[src/sv/eai_pkg.sv]
// Shared constants, types and helpers for the elementwise integer ALU.
package eai_pkg;

    // Element width and external field width
    localparam int Width   = 32;
    localparam int FieldW  = 32;
    localparam int OpW     = 3;

    // Operation codes
    localparam logic [OpW-1:0] OP_ADD = 3'd0;
    localparam logic [OpW-1:0] OP_SUB = 3'd1;
    localparam logic [OpW-1:0] OP_MUL = 3'd2;
    localparam logic [OpW-1:0] OP_DIV = 3'd3;
    localparam logic [OpW-1:0] OP_MOD = 3'd4;

    // Configuration register indexes
    localparam logic CFG_UNSIGNED_ELEMENTS = 1'b0;
    localparam logic CFG_TRUNCATING_MOD    = 1'b1;

    typedef logic [Width-1:0] word_t;

    // Sideband that rides along the divider chain
    typedef struct packed {
        logic [OpW-1:0] op;
        logic           lhs_neg;
        logic           rhs_neg;
        logic           zero_div;
        logic           is_unsigned;
        word_t          rhs;
        word_t          alu;
    } side_t;

    // One stage of the restoring divider chain
    typedef struct packed {
        word_t rem;
        word_t aq;
        word_t dvs;
        side_t side;
    } div_stage_t;

    // Two's complement negate at element width
    function automatic word_t negate(input word_t v);
        negate = ~v + word_t'(1);
    endfunction

endpackage

[src/sv/eai_div_cell.sv]
// One cell of the restoring divider chain: resolves one quotient bit per cycle while en is high.
module eai_div_cell import eai_pkg::*; (
    input  logic       aclk,
    input  logic       aresetn,
    input  logic       en,
    input  logic       in_valid,
    input  div_stage_t in_stage,
    output logic       out_valid,
    output div_stage_t out_stage
);

    logic               out_valid_reg;
    div_stage_t         out_stage_reg;
    div_stage_t         out_stage_next;
    logic [Width:0]     shifted;
    logic [Width:0]     trial;
    logic               fits;

    // Shift in the next dividend bit and try a subtract
    always_comb begin
        shifted = {in_stage.rem, in_stage.aq[Width-1]};
        trial   = shifted - {1'b0, in_stage.dvs};
        fits    = ~trial[Width];
        out_stage_next      = in_stage;
        out_stage_next.rem  = fits ? trial[Width-1:0] : shifted[Width-1:0];
        out_stage_next.aq   = {in_stage.aq[Width-2:0], fits};
    end

    // Advance valid with the pipeline enable
    always_ff @(posedge aclk) begin
        if (!aresetn) begin
            out_valid_reg <= 1'b0;
        end else if (en) begin
            out_valid_reg <= in_valid;
        end
    end

    // Advance payload
    always_ff @(posedge aclk) begin
        if (en) begin
            out_stage_reg <= out_stage_next;
        end
    end

    assign out_valid = out_valid_reg;
    assign out_stage = out_stage_reg;

    // Partial remainder stays below a nonzero divisor
    a_rem_below_dvs: assert property (@(posedge aclk) disable iff (!aresetn)
        (out_valid_reg && out_stage_reg.dvs != '0) |-> (out_stage_reg.rem < out_stage_reg.dvs))
        else $error("divider cell remainder not below divisor");

endmodule

[config.mk]
export PLATFORM = sky130hd
export DESIGN_NAME = eai_div_cell
export DESIGN_NICKNAME = d
export VERILOG_FILES = /design/src/sv/eai_pkg.sv /design/src/sv/eai_div_cell.sv
export SDC_FILE = /design/constraint.sdc
export NUM_CORES = 1
export LEC_CHECK = 0
export ABC_AREA = 1
export BUFFER_PORTS_ARGS = -buffer_cell sky130_fd_sc_hd__clkbuf_2
export CAP_MARGIN = 20
export CORE_AREA = 2 2 130 132
export DETAILED_ROUTE_END_ITERATION = 16
export DIE_AREA = 0 0 132 134
export GPL_ROUTABILITY_DRIVEN = 1
export PLACE_DENSITY = 0.9
export REMOVE_ABC_BUFFERS = 1
export SLEW_MARGIN = 10
export SYNTH_ARGS = -nofsm -noshare
export SYNTH_HDL_FRONTEND = slang
export SYNTH_SLANG_ARGS = --single-unit
[constraint.sdc]
create_clock -name aclk -period 2.93 [get_ports aclk]
set_input_delay 0.1465 -clock aclk [delete_from_list [all_inputs] [get_ports aclk]]
set_output_delay 0.1465 -clock aclk [all_outputs]
set_load 0.1 [all_outputs]
==> results of run 1 <==
## worst max-delay path, delay by kind of cell
kind                       cells  cell delay (ns)
and+or+nand+nor               11             1.17
buffers and inverters          4             0.79
adders and majority gates      2             0.60
## final timing paths
| kind | to | slack (ns) | depth (start not counted) |
|---|---|---|---|
| worst min-delay path | out_stage[150]$_DFFE_PP_ | -0.005 | 3 |
| worst max register to register | out_valid$_SDFFE_PN0P_ | 1.69 | 3 |
| worst min register to register | out_valid$_SDFFE_PN0P_ | 1.15 | 3 |
| worst max-delay path | out_stage[153]$_DFFE_PP_ | 0.36 | 17 |
## power by group
| part | leakage, nW | switching [W] | total (W) | internal, W |
|---|---|---|---|---|
| logic | 4.33 | 0.00235 | 0.00292 | 0.000567 |
| clock network | 0.276 | 0.00112 | 0.00225 | 0.00114 |
| registers | 1.64 | 0.0000856 | 0.00299 | 0.00291 |
## cell families after synthesis
| group | synth area share [%] |
|---|---|
| buffers and inverters | 8.18 |
| adder cells (fa/ha/maj) | 5.05 |
| flip-flops | 60.5 |
| AND/OR/NAND/NOR | 22.3 |
| AO/OA/AOI/OAI | 2.44 |
| XOR/XNOR | 1.58 |
## cell usage in the layout (no fill, tap or decap), types with 2 or more instances in the layout
master                          Yosys  final
sky130_fd_sc_hd__a21oi_1           24     24
sky130_fd_sc_hd__and2_1             4      4
sky130_fd_sc_hd__buf_12             1      2
sky130_fd_sc_hd__clkbuf_16          0     17
sky130_fd_sc_hd__clkbuf_2           0    337
sky130_fd_sc_hd__clkinv_8           0      3
sky130_fd_sc_hd__clkinvlp_4         0      3
sky130_fd_sc_hd__diode_2            0      3
sky130_fd_sc_hd__dlygate4sd3_1      0    138
sky130_fd_sc_hd__edfxtp_1         167    167
sky130_fd_sc_hd__ha_1              32     32
sky130_fd_sc_hd__inv_1            154    154
sky130_fd_sc_hd__inv_2              5      5
sky130_fd_sc_hd__inv_6              0      3
sky130_fd_sc_hd__inv_8              0      4
sky130_fd_sc_hd__nand2_1          315    315
sky130_fd_sc_hd__nand2_2           25     25
sky130_fd_sc_hd__nand2_4            4      4
sky130_fd_sc_hd__nand3_1           30     30
sky130_fd_sc_hd__nand3b_1           2      2
sky130_fd_sc_hd__nand4_1            8      8
sky130_fd_sc_hd__nor2_1            38     38
sky130_fd_sc_hd__nor3_1             6      6
sky130_fd_sc_hd__o21bai_1           7      7
sky130_fd_sc_hd__xor2_1            14     14
## cell type report
type | count | area [µm²]
sequential | 168 | 5030
fill | 1102 | 4060
timing repair buffer | 478 | 3120
multi-input combinational | 520 | 2610
inverter | 160 | 601
clock buffer | 17 | 425
tap | 220 | 275
clock inverter | 15 | 156
antenna | 3 | 7.51
## layer usage
layer	up-vias	routed length, µm	global-route usage [%]
met4	0	1590	16.4
met5	-	0	0
met2	440	15300	59.3
met3	106	2380	9.33
met1	3703	11400	40.2
li1	3712	-	-
## metrics by stage
stage	hold WS, ns	utilization [%]	cells	power, W
finish	-0.00465	75.1	1581	0.00816
global route	0.00141	75.0	1580	0.00837
global placement	0.323	63.0	1408	0.00570
floorplan	0.240	-	848	0.00516
CTS	0.000715	75.0	1578	0.00810
detailed placement	0.325	63.0	1408	0.00574
==> insert_results.sql, run 1 <==
INSERT INTO impl_metrics (metric_group, metric, value, unit) VALUES
('timing', 'finalCriticalPeriod', '2.57', 'ns'),
('floorplanning', 'initial_utilization', '51.1', '%'),
('finish', 'nets', '1549', ''),
('yosys', 'postSynth.topFlopCell', 'sky130_fd_sc_hd__edfxtp_1', ''),
('worst_setup_path', 'crit_slowest_cell', 'sky130_fd_sc_hd__dlygate4sd3_1', ''),
('timing', 'period_share', '87.7', '%'),
('yosys', 'ys_seq_elements', '168', ''),
('outcome', 'violations', 'hold timing', ''),
('detailed_routing', 'num_vias', '7961', ''),
('clock_network', 'clk-insertion-delay-late', '0.44', 'ns'),
('floorplanning', 'placement_rows', '47', ''),
('hold_path', 'hold_wc_path_type', 'primary input to flop', ''),
('finish', 'synthToLayoutAreaGrowth', '46.9', '%'),
('timing', 'fmaxAchievable', '0.389', 'GHz'),
('finish', 'largest_register_ff_count', '167', ''),
('power_and_ir_drop', 'power.static_leakage', '6.25', 'nW'),
('worst_setup_path', 'timing_worst_setup_path_type', 'primary input to flop', ''),
('hold_path', 'holdCritStartpoint', 'in_stage[149]', ''),
('timing', 'timing.hold.ws', '-0.00465', 'ns'),
('timing', 'maxSlewHeadroom', '49.1', '%'),
('yosys', 'synth_cell_area', '8320', 'µm²'),
('timing', 'timing.final.max_slew_violations', '0', ''),
('floorplanning', 'die_w', '132', 'µm'),
('detailed_routing', 'route.detailed.wl_per_inst', '19.4', 'µm'),
('yosys', 'ys.warnings.count', '0', ''),
('detailed_routing', 'postRouteWirelength', '30.6', 'mm'),
('yosys', 'synthDominantAreaCellType', 'sky130_fd_sc_hd__edfxtp_1', ''),
('clock_network', 'postCtsSetupBuffers', '0', ''),
('yosys', 'synth-async-reset-ratio', '0', '%'),
('worst_setup_path', 'cell_mode_on_critical_path', 'sky130_fd_sc_hd__nand2_1', ''),
('global_route', 'globalRouteOverflowTotal', '0', ''),
('power_and_ir_drop', 'power_density', '668', 'nW/µm²'),
('worst_setup_path', 'worstSetupStartpoint', 'in_stage[134]', ''),
('finish', 'share_of_post_route_cells_with_drive_strength_above_1', '30.3', '%'),
('placed_design', 'detailed_place_hpwl', '20.7', 'mm'),
('timing', 'finalHoldViolations', '1', ''),
('timing', 'fin_setup_tns', '0', 'ns'),
('worst_setup_path', 'cp_slowest_stage_delay', '0.53', 'ns'),
('global_route', 'grt.total_usage', '34.5', '%'),
('yosys', 'synth_area_leaders', 'sky130_fd_sc_hd__edfxtp_1 (60%), sky130_fd_sc_hd__nand2_1 (14%), sky130_fd_sc_hd__inv_1 (6.9%)', ''),
('clock_network', 'clock_transition_at_the_registers_of_the_reported_paths', '0.07', 'ns'),
('power_and_ir_drop', 'peakVddDrop', '0.000470', 'V'),
('yosys', 'synth.top_cell.area_share', '60.3', '%'),
('placed_design', 'postPlaceCellArea', '10300', 'µm²'),
('timing', 'rsz0062_at_grt', 'no', ''),
('detailed_routing', 'drt_first_pass_iters', '5', ''),
('clock_network', 'clk_path_buf_depth', '2', ''),
('detailed_routing', 'avgViaCountPerCell', '5.04', ''),
('global_route', 'number_of_global_route_vias_before_repair', '7857', ''),
('global_route', 'antenna_found_initial', '3', ''),
('worst_setup_path', 'worst-endpoint-required', '3.11', 'ns'),
('clock_network', 'cts_resized', '0', ''),
('clock_network', 'cts.root.buffer_cell', 'sky130_fd_sc_hd__clkbuf_16', ''),
('clock_network', 'cts_made_buffers', '17', ''),
('outcome', 'status', 'complete, but fails checks', ''),
('timing', 'finalClockSkew', '0', 'ns'),
('yosys', 'synth.distinct_cells', '32', ''),
('worst_setup_path', 'crit_chain', 'dlygate4sd3_1 -> clkbuf_2 -> inv_1 -> ha_1 -> fa_1 -> inv_1 -> nand2_1 -> nand2_1 -> nand3_1 -> nand2_2 -> nand2_2 -> nand2_2 -> nand2_4 -> nand3_1 -> nand2_4 -> nand2_1 -> nand2_1', ''),
('worst_setup_path', 'critical_path_capture_point_type', 'flop', ''),
('detailed_routing', 'drtIter0Drc', '775', ''),
('clock_network', 'cts_tree', 'done', ''),
('timing', 'setup-violations-final', '0', ''),
('placed_design', 'globalplace.congestion', '0.974', ''),
('yosys', 'synth_commonest_cells', 'sky130_fd_sc_hd__nand2_1 (315), sky130_fd_sc_hd__edfxtp_1 (167), sky130_fd_sc_hd__inv_1 (154)', ''),
('clock_network', 'post_cts_hold_buffer_count', '138', ''),
('floorplanning', 'design.core.area', '16300', 'µm²'),
('floorplanning', 'dieArea', '17700', 'µm²'),
('placed_design', 'place.port_buffers', '338', ''),
('worst_setup_path', 'timing.critical_path.arrival', '2.75', 'ns'),
('clock_network', 'cts_htree_levels', '4', ''),
('detailed_routing', 'drc_errors', '0', '');
Note: power is estimated with default switching activity, not from simulation.
==> run 2: changes to the inputs <==
--- a/config.mk
+++ b/config.mk
@@ -8,11 +8,10 @@
 export ABC_AREA = 1
 export BUFFER_PORTS_ARGS = -buffer_cell sky130_fd_sc_hd__clkbuf_2
 export CAP_MARGIN = 20
-export CORE_AREA = 2 2 130 132
+export CORE_UTILIZATION = 49
 export DETAILED_ROUTE_END_ITERATION = 16
-export DIE_AREA = 0 0 132 134
 export GPL_ROUTABILITY_DRIVEN = 1
-export PLACE_DENSITY = 0.9
+export PLACE_DENSITY = 0.87
 export REMOVE_ABC_BUFFERS = 1
 export SLEW_MARGIN = 10
 export SYNTH_ARGS = -nofsm -noshare
==> constraint.sdc (replaced) <==
create_clock -name aclk -period 2.6 [get_ports aclk]
set_input_delay 0.13 -clock aclk [delete_from_list [all_inputs] [get_ports aclk]]
set_output_delay 0.13 -clock aclk [all_outputs]
set_load 0.1 [all_outputs]
==> run 2 against run 1 <==
  * Register-to-register slack lost 0.37 ns
  * Sequential share of layout area shrank 1.2 points
  * Final cell count rose by 1.6%
  * The run now ends clean
  * Largest cell class unchanged
  * Hold slack improved by 0.018 ns
  * Final area grew 2.9%
  * Clock power up 15%
  * Core utilization rose by 0.79 points
  * Critical path depth fell by 4
  * Clock-buffer cell count stayed put
  * First-iteration DRC count shrank 15%
==> insert_results.sql, run 2 (synthesis results as in run 1) <==
INSERT INTO impl_metrics (metric_group, metric, value, unit) VALUES
('finish', 'layout.cells.most_common', 'sky130_fd_sc_hd__clkbuf_2', ''),
('timing', 'setup-violations-final', '0', ''),
('worst_setup_path', 'timing_worst_setup_path_type', 'primary input to flop', ''),
('clock_network', 'clk-insertion-delay-late', '0.43', 'ns'),
('power_and_ir_drop', 'power_density', '742', 'nW/µm²'),
('timing', 'finalClockSkew', '0', 'ns'),
('clock_network', 'cts_htree_levels', '4', ''),
('finish', 'ff_latch_area', '5030', 'µm²'),
('placed_design', 'worst_slack_at_placement', '0.184', 'ns'),
('hold_path', 'hold_wc_path_type', 'primary input to flop', ''),
('timing', 'period_share', '92.3', '%'),
('floorplanning', 'dieArea', '17500', 'µm²'),
('placed_design', 'place.port_buffers', '338', ''),
('timing', 'finalCriticalPeriod', '2.40', 'ns'),
('worst_setup_path', 'crit_fanout', '4', ''),
('timing', 'maxSlewHeadroom', '52.4', '%'),
('detailed_routing', 'num_vias', '8155', ''),
('power_and_ir_drop', 'share_of_total_power_in_sequential_cells', '36.2', '%'),
('detailed_routing', 'routed_metal_1_wire_length', '11.5', 'mm'),
('detailed_routing', 'drt_first_pass_iters', '5', ''),
('finish', 'nets', '1576', ''),
('finish', 'num-fill-cells', '1082', ''),
('clock_network', 'clock_sink_count', '168', ''),
('global_route', 'number_of_global_route_vias_before_repair', '8193', ''),
('timing', 'fmaxAchievable', '0.417', 'GHz'),
('finish', 'synthToLayoutAreaGrowth', '51.1', '%'),
('finish', 'share_of_post_route_cells_with_drive_strength_above_1', '30.3', '%'),
('clock_network', 'clock_transition_at_the_registers_of_the_reported_paths', '0.07', 'ns'),
('detailed_routing', 'final_antenna_net_count', '0', ''),
('power_and_ir_drop', 'peakVddDrop', '0.000492', 'V'),
('floorplanning', 'initial_utilization', '50.2', '%'),
('power_and_ir_drop', 'netSwitchingFraction', '43.7', '%'),
('detailed_routing', 'top_layer_used', 'met5', ''),
('timing', 'fin_ws', '0.200', 'ns'),
('worst_setup_path', 'timing.critical_path.arrival', '2.59', 'ns'),
('worst_setup_path', 'worst-endpoint-required', '2.79', 'ns'),
('detailed_routing', 'postRouteWirelength', '32.0', 'mm'),
('clock_network', 'postCtsSetupBuffers', '0', ''),
('finish', 'mostFrequentLayoutCells', 'sky130_fd_sc_hd__clkbuf_2 (337), sky130_fd_sc_hd__nand2_1 (315), sky130_fd_sc_hd__edfxtp_1 (167)', ''),
('clock_network', 'clk_path_buf_depth', '2', ''),
('detailed_routing', 'drtIter0Drc', '661', ''),
('detailed_routing', 'route.detailed.wl_per_inst', '19.9', 'µm'),
('floorplanning', 'placement_rows', '47', ''),
('detailed_routing', 'avgViaCountPerCell', '5.07', ''),
('floorplanning', 'die_height', '132', 'µm'),
('clock_network', 'cts_tree', 'done', ''),
('placed_design', 'detailed_place_hpwl', '20.6', 'mm'),
('clock_network', 'cts.root.buffer_cell', 'sky130_fd_sc_hd__clkbuf_16', ''),
('timing', 'fin_setup_tns', '0', 'ns'),
('flow_run', 'drv.max_cap_violation_count', '0', ''),
('floorplanning', 'die_w', '132', 'µm'),
('clock_network', 'cts_made_buffers', '17', ''),
('finish', 'multi_input_comb_area', '2700', 'µm²'),
('power_and_ir_drop', 'net-switching-power', '0.00408', 'W'),
('worst_setup_path', 'start_kind', 'primary input', ''),
('power_and_ir_drop', 'p_int', '0.00525', 'W'),
('floorplanning', 'design.portCount', '339', ''),
('timing', 'rsz0062_at_grt', 'no', ''),
('detailed_routing', 'detailroute.wirelength.met3', '3.05', 'mm'),
('worst_setup_path', 'r2r_slack', '1.32', 'ns'),
('detailed_routing', 'drc_errors', '0', ''),
('placed_design', 'globalplace.congestion', '0.930', ''),
('finish', 'largest_register_ff_count', '167', ''),
('worst_setup_path', 'critical_path_capture_point_type', 'flop', ''),
('power_and_ir_drop', 'power.static_leakage', '6.39', 'nW'),
('global_route', 'wire_length_of_the_first_global_routing_pass', '46.5', 'mm'),
('outcome', 'status', 'complete, no violations', ''),
('timing', 'finalHoldViolations', '0', ''),
('power_and_ir_drop', 'share_clk_of_total_power', '27.7', '%'),
('detailed_routing', 'detailroute.wirelength.met2', '15.5', 'mm'),
('global_route', 'grt_start_max_net_pins', '78', ''),
('global_route', 'antenna_found_initial', '3', ''),
('power_and_ir_drop', 'comb_power_share', '36.1', '%'),
('global_route', 'globalRouteOverflowTotal', '0', ''),
('floorplanning', 'design.core.area', '16600', 'µm²'),
('timing', 'worst_pin_slew', '0.714', 'ns'),
('global_route', 'grt.total_usage', '36.1', '%'),
('timing', 'timing.final.max_slew_violations', '0', '');
[run 2: worst paths after layout]
path | startpoint | to | cells after the start
max | in_stage[86] | out_stage[154]$_DFFE_PP_ | 13
min | in_stage[162] | out_stage[163]$_DFFE_PP_ | 3
max reg2reg | out_valid$_SDFFE_PN0P_ | out_valid$_SDFFE_PN0P_ | 3
min reg2reg | out_valid$_SDFFE_PN0P_ | out_valid$_SDFFE_PN0P_ | 3
[run 2: what timing repair did]
| item | 4_1_cts | 5_1_grt |
|---|---|---|
| endpoints found under the hold margin | 159 | 0 |
| endpoints found under the setup margin | 0 | 32 |
| gates resized for setup | 0 | 9 |
| hold buffers | 160 | 0 |
[run 2: routing by layer]
metal,up-vias,GRT usage (%)
met5,-,0
met4,4,20.2
met3,116,10.0
met2,513,62.2
met1,3753,40.5
li1,3769,-
[run 2: area by class of cell]
cell class / count / area share, %
inverter: 160 / 4.78
timing repair buffer: 502 / 26.7
clock buffer: 17 / 3.38
clock inverter: 15 / 1.42
antenna: 2 / 0.0398
sequential: 168 / 40.0
tap: 220 / 2.19
multi-input combinational: 523 / 21.5
[run 2: power groups by stage]
stage | sequential, W | combinational, W | clock [W]
finish | 0.00338 | 0.00337 | 0.00259
global route | 0.00339 | 0.00350 | 0.00269
CTS | 0.00336 | 0.00327 | 0.00257
detailed placement | 0.00341 | 0.00306 | 0
global placement | 0.00341 | 0.00302 | 0
floorplan | 0.00520 | 0.000610 | 0
[run 2: metrics by stage]
step	util (%)	instance area (µm²)	std cells	hold WS, ns	total power (W)
global route	75.8	12600	1605	0.0160	0.00959
CTS	75.2	12500	1602	0.00128	0.00920
detailed placement	61.9	10300	1410	0.309	0.00647
floorplan	-	8240	848	0.223	0.00581
global placement	61.9	10300	1410	0.307	0.00643
finish	75.8	12600	1607	0.0133	0.00934
[run 2: worst max-delay path, cell delays in order]
cell and delay (ns):
sky130_fd_sc_hd__dlygate4sd3_1 0.55, sky130_fd_sc_hd__clkbuf_2 0.17, sky130_fd_sc_hd__inv_1 0.06, sky130_fd_sc_hd__ha_1 0.35
sky130_fd_sc_hd__nand2_1 0.12, sky130_fd_sc_hd__nor2_1 0.21, sky130_fd_sc_hd__inv_1 0.07, sky130_fd_sc_hd__nor2_1 0.34
sky130_fd_sc_hd__nand3_1 0.27, sky130_fd_sc_hd__nand4_1 0.16, sky130_fd_sc_hd__nand2_1 0.07, sky130_fd_sc_hd__nand2_1 0.06
sky130_fd_sc_hd__nand2_1 0.04
